<file path="src/hdl/i2c_master_bit_sequencer_assert.svh">
// Assertion macros shared by the I2C master bit sequencer RTL.
`ifndef I2C_MASTER_BIT_SEQUENCER_ASSERT_SVH
`define I2C_MASTER_BIT_SEQUENCER_ASSERT_SVH

// Same-cycle implication, sampled on clk, off during reset.
`define I2CMBS_ASSERT_NOW(lbl, ante, cons, msg) \
	lbl: assert property (@(posedge clk) disable iff (!arst_n) (ante) |-> (cons)) \
		else $error(msg);

// Next-cycle implication, sampled on clk, off during reset.
`define I2CMBS_ASSERT_NEXT(lbl, ante, cons, msg) \
	lbl: assert property (@(posedge clk) disable iff (!arst_n) (ante) |=> (cons)) \
		else $error(msg);

`endif

</file>
<file path="src/hdl/i2cmbs_pkg.sv">
`timescale 1ns / 1ps
// ----------------------------------------------------------------------------
// I2C master bit sequencer package
// Item types, sequencer state and command codes.
// ----------------------------------------------------------------------------
package i2cmbs_pkg;

	localparam logic [2:0] MODE_TICK    = 3'd0;
	localparam logic [2:0] MODE_RELEASE = 3'd1;
	localparam logic [2:0] MODE_START   = 3'd2;
	localparam logic [2:0] MODE_STOP    = 3'd3;
	localparam logic [2:0] MODE_WRITE   = 3'd4;
	localparam logic [2:0] MODE_READ    = 3'd5;

	localparam logic LINE_SCL = 1'b0;
	localparam logic LINE_SDA = 1'b1;

	localparam logic [3:0] LAST_BIT = 4'd7;
	localparam logic [3:0] ACK_BIT  = 4'd8;

	typedef struct packed {
		logic [2:0] mode;
		logic       bus_select;
		logic [7:0] tx_byte;
		logic       sda_level;
	} in_item_t;

	typedef struct packed {
		logic       int_scl_low;
		logic       int_sda_low;
		logic       ext_scl_low;
		logic       ext_sda_low;
		logic       busy_res;
		logic       done_res;
		logic [7:0] rx_byte;
		logic       ack_level;
		logic       rejected;
	} out_item_t;

	typedef struct packed {
		logic [3:0] drive_low;
		logic [2:0] command;
		logic       bus;
		logic [7:0] shift;
		logic [3:0] bit_cnt;
		logic [2:0] phase;
		logic       busy;
		logic       ack;
		logic [7:0] rx_last;
	} seq_state_t;

endpackage

</file>
<file path="src/hdl/i2cmbs_phase.sv">
`timescale 1ns / 1ps
// ----------------------------------------------------------------------------
// I2C master bit sequencer phase logic
// Next state and result of one item: command capture and one line phase.
// ----------------------------------------------------------------------------
module i2cmbs_phase (
	input  i2cmbs_pkg::seq_state_t cur,
	input  i2cmbs_pkg::in_item_t   item,
	output i2cmbs_pkg::seq_state_t nxt,
	output i2cmbs_pkg::out_item_t  res
);
	import i2cmbs_pkg::*;

	function automatic logic [3:0] set_line(input logic [3:0] drv, input logic bus,
		input logic line, input logic low);
		logic [3:0] d;
		d = drv;
		d[{bus, line}] = low;
		return d;
	endfunction

	seq_state_t s;
	logic       rej;
	logic       done;

	always_comb begin
		s    = cur;
		rej  = 1'b0;
		done = 1'b0;
		if (item.mode >= MODE_RELEASE && item.mode <= MODE_READ) begin
			if (s.busy) begin
				rej = 1'b1;
			end else begin
				s.command = item.mode;
				s.bus     = item.bus_select;
				s.shift   = (item.mode == MODE_WRITE) ? item.tx_byte : 8'h00;
				s.bit_cnt = 4'd0;
				s.phase   = 3'd0;
				s.busy    = 1'b1;
			end
		end
		if (s.busy) begin
			case (s.command)
				MODE_RELEASE: begin
					if (s.phase == 3'd0) begin
						s.drive_low = set_line(s.drive_low, s.bus, LINE_SCL, 1'b0);
						s.phase     = s.phase + 3'd1;
					end else begin
						s.drive_low = set_line(s.drive_low, s.bus, LINE_SDA, 1'b0);
						done        = 1'b1;
					end
				end
				MODE_START: begin
					if (s.phase == 3'd0) begin
						s.drive_low = set_line(s.drive_low, s.bus, LINE_SCL, 1'b0);
						s.phase     = s.phase + 3'd1;
					end else if (s.phase == 3'd1) begin
						s.drive_low = set_line(s.drive_low, s.bus, LINE_SDA, 1'b1);
						s.phase     = s.phase + 3'd1;
					end else begin
						s.drive_low = set_line(s.drive_low, s.bus, LINE_SCL, 1'b1);
						done        = 1'b1;
					end
				end
				MODE_STOP: begin
					if (s.phase == 3'd0) begin
						s.drive_low = set_line(s.drive_low, s.bus, LINE_SDA, 1'b1);
						s.phase     = s.phase + 3'd1;
					end else if (s.phase == 3'd1) begin
						s.drive_low = set_line(s.drive_low, s.bus, LINE_SCL, 1'b0);
						s.phase     = s.phase + 3'd1;
					end else begin
						s.drive_low = set_line(s.drive_low, s.bus, LINE_SDA, 1'b0);
						done        = 1'b1;
					end
				end
				MODE_WRITE: begin
					if (s.bit_cnt < ACK_BIT) begin
						if (s.phase == 3'd0) begin
							s.drive_low = set_line(s.drive_low, s.bus, LINE_SDA, ~s.shift[7]);
							s.phase     = s.phase + 3'd1;
						end else if (s.phase == 3'd1) begin
							s.drive_low = set_line(s.drive_low, s.bus, LINE_SCL, 1'b0);
							s.phase     = s.phase + 3'd1;
						end else if (s.phase == 3'd2) begin
							s.drive_low = set_line(s.drive_low, s.bus, LINE_SCL, 1'b1);
							s.shift     = {s.shift[6:0], 1'b0};
							if (s.bit_cnt < LAST_BIT) begin
								s.phase   = 3'd0;
								s.bit_cnt = s.bit_cnt + 4'd1;
							end else begin
								s.phase = s.phase + 3'd1;
							end
						end else if (s.phase == 3'd3 && s.bit_cnt == LAST_BIT) begin
							s.drive_low = set_line(s.drive_low, s.bus, LINE_SDA, 1'b0);
							s.phase     = 3'd0;
							s.bit_cnt   = s.bit_cnt + 4'd1;
						end else begin
							done = 1'b1;
						end
					end else if (s.bit_cnt == ACK_BIT) begin
						if (s.phase == 3'd0) begin
							s.drive_low = set_line(s.drive_low, s.bus, LINE_SDA, 1'b0);
							s.phase     = s.phase + 3'd1;
						end else if (s.phase == 3'd1) begin
							s.drive_low = set_line(s.drive_low, s.bus, LINE_SCL, 1'b0);
							s.phase     = s.phase + 3'd1;
						end else begin
							s.ack       = item.sda_level;
							s.drive_low = set_line(s.drive_low, s.bus, LINE_SCL, 1'b1);
							done        = 1'b1;
						end
					end else begin
						done = 1'b1;
					end
				end
				MODE_READ: begin
					if (s.bit_cnt < ACK_BIT) begin
						if (s.phase == 3'd0) begin
							s.drive_low = set_line(s.drive_low, s.bus, LINE_SDA, 1'b0);
							s.phase     = s.phase + 3'd1;
						end else if (s.phase == 3'd1) begin
							s.drive_low = set_line(s.drive_low, s.bus, LINE_SCL, 1'b0);
							s.phase     = s.phase + 3'd1;
						end else begin
							s.shift     = {s.shift[6:0], item.sda_level};
							s.drive_low = set_line(s.drive_low, s.bus, LINE_SCL, 1'b1);
							s.phase     = 3'd0;
							s.bit_cnt   = s.bit_cnt + 4'd1;
						end
					end else if (s.bit_cnt == ACK_BIT) begin
						if (s.phase == 3'd0) begin
							s.drive_low = set_line(s.drive_low, s.bus, LINE_SDA, 1'b1);
							s.phase     = s.phase + 3'd1;
						end else if (s.phase == 3'd1) begin
							s.drive_low = set_line(s.drive_low, s.bus, LINE_SCL, 1'b0);
							s.phase     = s.phase + 3'd1;
						end else begin
							s.drive_low = set_line(s.drive_low, s.bus, LINE_SCL, 1'b1);
							s.rx_last   = s.shift;
							done        = 1'b1;
						end
					end else begin
						done = 1'b1;
					end
				end
				default: begin
					done = 1'b1;
				end
			endcase
			if (done) begin
				s.busy    = 1'b0;
				s.phase   = 3'd0;
				s.bit_cnt = 4'd0;
			end
		end
		nxt             = s;
		res.int_scl_low = s.drive_low[0];
		res.int_sda_low = s.drive_low[1];
		res.ext_scl_low = s.drive_low[2];
		res.ext_sda_low = s.drive_low[3];
		res.busy_res    = s.busy;
		res.done_res    = done;
		res.rx_byte     = s.rx_last;
		res.ack_level   = s.ack;
		res.rejected    = rej;
	end

endmodule

</file>
<file path="src/hdl/i2c_master_bit_sequencer.sv">
`timescale 1ns / 1ps
// ----------------------------------------------------------------------------
// I2C master bit sequencer
// Open-drain master for an internal and an external bus, one line phase per item.
// ----------------------------------------------------------------------------
// Each accepted item performs at most one line phase and yields one registered
// result item; an item can be accepted every cycle. The sequencer state and
// a single output register form the only storage, so the rate is set by the
// output register: the input stalls only while a result waits to be taken.
module i2c_master_bit_sequencer (
	input  logic                  clk,
	input  logic                  arst_n,
	input  logic                  in_valid,
	output logic                  in_ready,
	input  i2cmbs_pkg::in_item_t  in_data,
	output logic                  out_valid,
	input  logic                  out_ready,
	output i2cmbs_pkg::out_item_t out_data
);
	import i2cmbs_pkg::*;

	`include "i2c_master_bit_sequencer_assert.svh"

	seq_state_t st_q;
	seq_state_t st_nxt;
	out_item_t  res;
	out_item_t  out_q;
	logic       out_valid_q;
	logic       accept;

	assign in_ready  = !out_valid_q || out_ready;
	assign accept    = in_valid && in_ready;
	assign out_valid = out_valid_q;
	assign out_data  = out_q;

	i2cmbs_phase u_phase (
		.cur  (st_q),
		.item (in_data),
		.nxt  (st_nxt),
		.res  (res)
	);

	always_ff @(posedge clk or negedge arst_n) begin
		if (!arst_n) begin
			st_q        <= '0;
			out_valid_q <= 1'b0;
		end else begin
			if (accept) begin
				st_q        <= st_nxt;
				out_valid_q <= 1'b1;
			end else if (out_ready) begin
				out_valid_q <= 1'b0;
			end
		end
	end

	always_ff @(posedge clk) begin
		if (accept) begin
			out_q <= res;
		end
	end

	`I2CMBS_ASSERT_NOW(a_done_not_busy, out_valid_q && out_q.done_res, !out_q.busy_res, "done with busy still set")
	`I2CMBS_ASSERT_NEXT(a_reject_when_busy, accept && st_q.busy && in_data.mode >= MODE_RELEASE && in_data.mode <= MODE_READ, out_q.rejected, "busy command not rejected")
	`I2CMBS_ASSERT_NEXT(a_idle_tick_holds, accept && !st_q.busy && in_data.mode == MODE_TICK, $stable(st_q.drive_low) && !out_q.done_res, "idle tick moved the lines")
	`I2CMBS_ASSERT_NOW(a_bit_range, st_q.busy, st_q.bit_cnt <= ACK_BIT, "bit counter past acknowledge slot")

endmodule
</file>
<file path="config.mk">
export PLATFORM = sky130hd
export DESIGN_NAME = i2c_master_bit_sequencer
export DESIGN_NICKNAME = d
export VERILOG_FILES = /design/src/hdl/i2cmbs_pkg.sv /design/src/hdl/i2cmbs_phase.sv /design/src/hdl/i2c_master_bit_sequencer.sv
export VERILOG_INCLUDE_DIRS = /design/src /design/src/hdl
export SDC_FILE = /design/constraint.sdc
export NUM_CORES = 1
export LEC_CHECK = 0
export BUFFER_PORTS_ARGS = -buffer_cell sky130_fd_sc_hd__buf_2
export CORE_ASPECT_RATIO = 0.7
export CORE_MARGIN = 5
export CORE_UTILIZATION = 34
export CTS_BUF_LIST = sky130_fd_sc_hd__clkbuf_4 sky130_fd_sc_hd__clkbuf_8
export DETAILED_ROUTE_END_ITERATION = 12
export GPL_ROUTABILITY_DRIVEN = 1
export PLACE_DENSITY = 0.49
export SETUP_SLACK_MARGIN = 0.15
export SLEW_MARGIN = 20
export SYNTH_ARGS = -nofsm -noshare
export SYNTH_HDL_FRONTEND = slang
export SYNTH_HIERARCHICAL = 1
export SYNTH_SLANG_ARGS = --single-unit
</file>
<file path="constraint.sdc">
create_clock -name clk -period 4.8 [get_ports clk]
set_input_delay 0.48 -clock clk [delete_from_list [all_inputs] [get_ports clk]]
set_output_delay 0.48 -clock clk [all_outputs]
set_load 0.02 [all_outputs]
</file>
==> run metrics, run 1 <==
pre-CTS WS 906 ps; gr ovfl total 0; DR pass1 iterations 5; Buf+Inv Stages, Crit Path 1; largest net degree at the start of global routing 35; Initial Util 34.2%; Sw Share roughly 49%; Crit Path Category register to register; Clk pwr share 13.7%; CP Launch Point st_q[9]; max-slew violations 0; CTS root buffer clkbuf_8; number of register bits inferred by synthesis 50; Unique masters post-synth 73; clock skew 7.16 ps; TritonCTS clock tree yes; Syn Std Cell Area 3950 sq um; core box area 11600 sq um; TritonCTS buffer count 5; worst skew pair latency between 300 and 400 ps; # port buffers 34; Resize count post-CTS 0; H-tree depth 2; Max-cap violations 0; EDFF count, synth 16; vias per inst 5.72; detailed placer's ending HPWL 7.91 mm; sequential area share after synthesis 33.7%; CTS clock-pin slew for the worst setup and hold paths 100 ps; CP Depth 11; Ports 35; RSZ-0062 raised after global routing false; Worst Reg-to-Reg Cells 11; antenna viol nets, final 0; clk sinks 50; drt wl/cell 19.6 um; final period utilization 77.5%; layer with the highest usage met1; GRT met3 Usage 2.90%; LEAKAGE between 1.5 and 2 nW; placed insts about 560; Fmax about 270 MHz; drt drc 0; commonest non-fill, non-tap cells in the layout buf_2, dfrtp_1, nand2_1, mux2_4, nor2_1; Tightest Pin Transition about 830 ps; reg2reg start st_q[9]; width of the die about 140 um; Syn. warnings 6; M2 GR Usage ~23%; Critical Path Sink Type register; required time of the critical path 5010 ps; antenna cell count 0; sequential cell area ~1300 sq um; Crit path max-delay family simple AND/OR/NAND/NOR gates; switching power 1.11 mW; Reg2Reg Capture Point st_q[5]; met1 Use GR 24.2%; PnR Total Power 2.28 mW; Setup crit end st_q[5]; layout cells sized above 1 27.0%; Slew HR about 45%; Crit Path Max Fanout 17; Power Dens Cells 547 nW/um^2; total track usage 15.7%; Comb power frac 57.2%; Nets 432; first-pass GRT wire length 17.7 mm; Mapped Nets between 400 and 500; total negative slack 0 ps; setup violators final 0; worst-path cell chain a21oi_4, nand2_4, nand2_1, inv_1, ha_1, nor2_1, a221o_1, nand3_2, nor3_4, a21oi_1, mux2_4; ys async rst share 68.0%; Vert. Die Dim 100 um; Power Internal 1.17 mW; hold crit path type primary input to async pin; routability cong. 0.926; startpoint types register; mean post-synth cell area a little under 10 sq um; VDD IR max roughly 0.14 mV; Reg2Reg Setup Slack roughly 1100 ps; PnR worst setup slack between 1000 and 1500 ps; Multi-input gate area 2290 sq um; Mapped Cells 400; vias in the first global route 3084; number of setup buffers added after CTS 0; Die Area 13900 sq um; FP Rows 33; CP max stage cell dfrtp_1; Iter 0 DRT Violations slightly below 400; Longest Clk Path Bufs 2; fill count around 1200; area grow syn2layout 5.73%; crit path DAT 3930 ps; Layout Cells excl Fill ~570; Final Hold Viols 0; Hold Buf Count CTS 0; Worst path max stage delay 610 ps; initial antenna violation count 0; ys flop type dfrtp_1; WL final 11.1 mm; Flop pwr share a little under 30%; via count 3230; status finished clean; minimum clock period 3720 ps
through the flow:
step	instance area (sq um)	hold slack, ps	utilization [%]
6_report	4180	260	36.2
5_1_grt	4180	339	36.2
4_1_cts	4180	291	36.2
3_5_place_dp	4070	492	35.2
3_3_place_gp	4070	490	35.2
2_1_floorplan	3950	184	-
metal layers:
metal,routed length [um],part of all wire (%),up-vias
met4,116,1.0,0
met5,0,0,-
met2,4570,41,137
met1,5700,51,1583
met3,701,6.3,12
li1,-,-,1498
flip-flops by register name (all words and copies together) (netlist names):
signal	flops
st_q	33
out_data	16
out_valid	1
power groups by stage:
| stage | Combinational, mW | Sequential, mW | Clock (mW) |
|---|---|---|---|
| CTS | 1.28 | 0.662 | 0.324 |
| detailed placement | 1.27 | 0.668 | 0 |
| finish | 1.31 | 0.665 | 0.312 |
| floorplan | 1.01 | 0.657 | 0 |
| global placement | 1.29 | 0.671 | 0 |
| global route | 1.41 | 0.682 | 0.338 |
synthesized netlist by cell type (4+ instances only):
| library cell | instances | area, sq um |
|---|---|---|
| nand2_1 | 33 | 124 |
| o211ai_1 | 5 | 37.5 |
| edfxtp_1 | 16 | 480 |
| o32ai_1 | 4 | 35.0 |
| nor2_1 | 28 | 105 |
| o21ai_1 | 8 | 40.0 |
| a32oi_1 | 4 | 35.0 |
| buf_2 | 8 | 40.0 |
| ha_1 | 8 | 100 |
| a21boi_0 | 7 | 52.6 |
| and2_1 | 4 | 25.0 |
| mux2i_1 | 6 | 60.1 |
| o21ai_0 | 10 | 50.1 |
| nor3_1 | 7 | 35.0 |
| nor2b_1 | 7 | 43.8 |
| nand4_1 | 5 | 31.3 |
| a21oi_1 | 25 | 125 |
| inv_1 | 12 | 45.0 |
| o22ai_1 | 5 | 31.3 |
| a22o_1 | 5 | 43.8 |
| dfrtp_1 | 34 | 851 |
| buf_4 | 18 | 135 |
| nand2b_1 | 4 | 25.0 |
| nand3_1 | 14 | 70.1 |
| a21o_1 | 4 | 30.0 |
| a31oi_1 | 7 | 43.8 |
| mux2_2 | 4 | 45.0 |
| mux2_4 | 29 | 435 |
| buf_6 | 8 | 90.1 |
| a22oi_1 | 4 | 30.0 |
layout make-up:
class                      instances  area share (%)
clock inverter                     2           0.898
inverter                          15            1.35
sequential                        50            31.8
timing repair buffer              37            4.61
clock buffer                       6            1.83
tap                              157            4.70
multi-input combinational        298            54.8
kinds of logic (layout without fill, tap and decap cells):
kind of cell	after synthesis	count (layout)	synth area share, %
adder cells (fa/ha/maj)	8	8	2.53
AND/OR/NAND/NOR	123	123	16.7
multiplexers	40	40	14.0
buffers and inverters	52	60	8.42
AO/OA/AOI/OAI	126	126	24.5
XOR/XNOR	1	1	0.222
flip-flops	50	50	33.7
how the worst min path moves through the flow:
stage                     startpoint         to  depth (start not counted)
after floorplan               arst_n  out_valid                          0
after global placement      st_q[22]   st_q[22]                          1
after detailed placement     st_q[8]    st_q[8]                          1
after CTS                     arst_n    st_q[1]                          1
after global routing          arst_n   st_q[25]                          1
final                         arst_n   st_q[25]                          1
Note: power is estimated with default switching activity, not from simulation.
==> run 2: changes to the inputs <==
- ABC_AREA: not set -> 1
- clock period: 4.8 -> 3.8 ns (I/O delays scaled with it)
==> run metrics, run 2 <==
fill count 1240; via count 3865; RSZ-0062 raised after global routing false; crit-path most repeated cell nand2_1; Die Area 13900 sq um; commonest non-fill, non-tap cells in the layout nand2_1, nand3_1, inv_1, buf_2, dfrtp_1; ys flop type dfrtp_1; Synth Area in XOR/XNOR 0%; first-pass GRT wire length 19.4 mm; Top reg by flops st_q; required time of the critical path between 4000 and 5000 ps; layout cells sized above 1 15.0%; Yosys top cell area share ~22%; largest family of logic cells by synthesized area simple AND/OR/NAND/NOR gates; Power Dens Cells between 500 and 600 nW/um^2; DR pass1 iterations 5; Resize count post-CTS 0; worst skew pair latency 320 ps; final instance area 4210 sq um; Reg2Reg Capture Point st_q[18]; total negative slack 0 ps; CTS clock-pin slew for the worst setup and hold paths about 100 ps; TritonCTS clock tree yes; Nets 624; mean post-synth cell area 6.72 sq um; Tightest Pin Transition about 830 ps; reg2reg start st_q[9]; Synth top cells by count nand2_1, nand3_1, inv_1, dfrtp_1, nor2_1; sequential area share after synthesis around 34%; Worst path max stage delay roughly 550 ps; initial antenna violation count 0; top cells by area, synth nand2_1, dfrtp_1, edfxtp_1; CP max stage cell dfrtp_1; number of setup buffers added after CTS 0; drt wl/cell 15.9 um; FP Rows 32; count leader, synth nand2_1; Multi-input gate area ~2200 sq um; Cell Area, Placed slightly above 4000 sq um; Hold Buf Count CTS 0; clock skew ~5.5 ps; total track usage 17.4%; largest net degree at the start of global routing 37; crit path DAT around 3500 ps; Iter 0 DRT Violations around 360; PnR Total Power 2.44 mW; drt drc 0; Synth Area in Compound Gates 12.3%; setup violators final 0; status finished clean; WL final 12.0 mm; PnR worst setup slack just under 500 ps; Vert. Die Dim 100 um; vias per inst 5.13; routability cong. 0.908; core box area 11200 sq um; synthesized-area fraction occupied by adder cells 2.54%; Syn. warnings 6; Unique masters post-synth 38; Buf+Inv Stages, Crit Path 3; Worst Reg-to-Reg Cells 15; vias in the first global route 3567; Slew HR 44.4%; detailed placer's ending HPWL 8.87 mm; startpoint types register; Initial Util 35.2%; # port buffers 34; LEAKAGE roughly 2.2 nW; Mapped Cells 586; sequential cell area 1330 sq um; Max-cap violations 0; Crit Path Category register to register; Syn Std Cell Area 3940 sq um; Crit Path Max Fanout 14; antenna viol nets, final 0; Crit path max-delay family simple AND/OR/NAND/NOR gates; Yosys top cell by area nand2_1; CTS root buffer clkbuf_8; commonest non-fill, non-tap cell in the layout nand2_1; Mapped Nets 611; TritonCTS buffer count 5; number of register bits inferred by synthesis 50; Final Hold Viols 0; max-slew violations 0; Fmax 302 MHz; clk sinks 50; area grow syn2layout 7.03%; width of the die 139 um; hold slack 143 ps; EDFF count, synth 16; Layout Cells excl Fill 753; gr ovfl total 0; ys async rst share 68.0%; fin util 37.7%; Ports 35; max reg flops 33; Synth Area in Simple Gates between 30% and 40%; Reg2Reg Setup Slack slightly below 500 ps; Critical Path Sink Type register; pre-CTS WS around 570 ps; Longest Clk Path Bufs 2; worst-path cell chain inv_1, nand3_4, nand2_1, inv_1, ha_1, o21ai_4, nand2_4, inv_4, nand2_1, nand2_1, o21ai_0, o21ai_0, o21ai_0, nand3_1, nand2_1; antenna cell count 0; multiplexer share of the synthesized area 0%; VDD IR max 0.221 mV; placed insts around 750; final period utilization 87.2%; hold crit path type primary input to async pin; minimum clock period 3310 ps; H-tree depth 2
-- run 2: cell type report --
cell class / instances / area share [%]
Tap cell: 153 / 4.55
Multi-Input combinational cell: 448 / 51.1
Sequential cell: 50 / 31.6
Clock inverter: 2 / 0.921
Timing Repair Buffer: 38 / 4.75
Clock buffer: 6 / 1.96
Inverter: 56 / 5.11
-- run 2: layer usage --
metal  vias to the layer above  wire length [um]  GRT usage, %
li1                       1907                 -             -
met1                      1798              6310          27.4
met2                       149              4640          24.0
met3                        11               950          3.86
met4                         0               109          3.49
met5                         -                 0             0
-- run 2: cells by family (layout without fill, tap and decap cells) --
family	count (synthesis)	in the layout
buffers and inverters	88	102
flip-flops	50	50
AND/OR/NAND/NOR	355	355
AO/OA/AOI/OAI	85	85
adder cells (fa/ha/maj)	8	8
-- run 2: power breakdown --
group,switching [mW],internal [mW],leakage (nW),total [mW]
sequential,0.102,0.684,0.615,0.786
combinational,0.878,0.350,1.51,1.23
clock,0.204,0.217,0.0618,0.421
-- run 2: worst max path at each step --
stage | startpoint | endpoint | slack, ps | depth (start not counted)
floorplan | st_q[9] | out_data[12] | 1320 | 13
global placement | st_q[9] | st_q[18] | 670 | 15
detailed placement | st_q[9] | st_q[18] | 570 | 15
CTS | st_q[9] | st_q[18] | 550 | 15
global route | st_q[9] | st_q[18] | 250 | 15
finish | st_q[9] | st_q[18] | 490 | 15
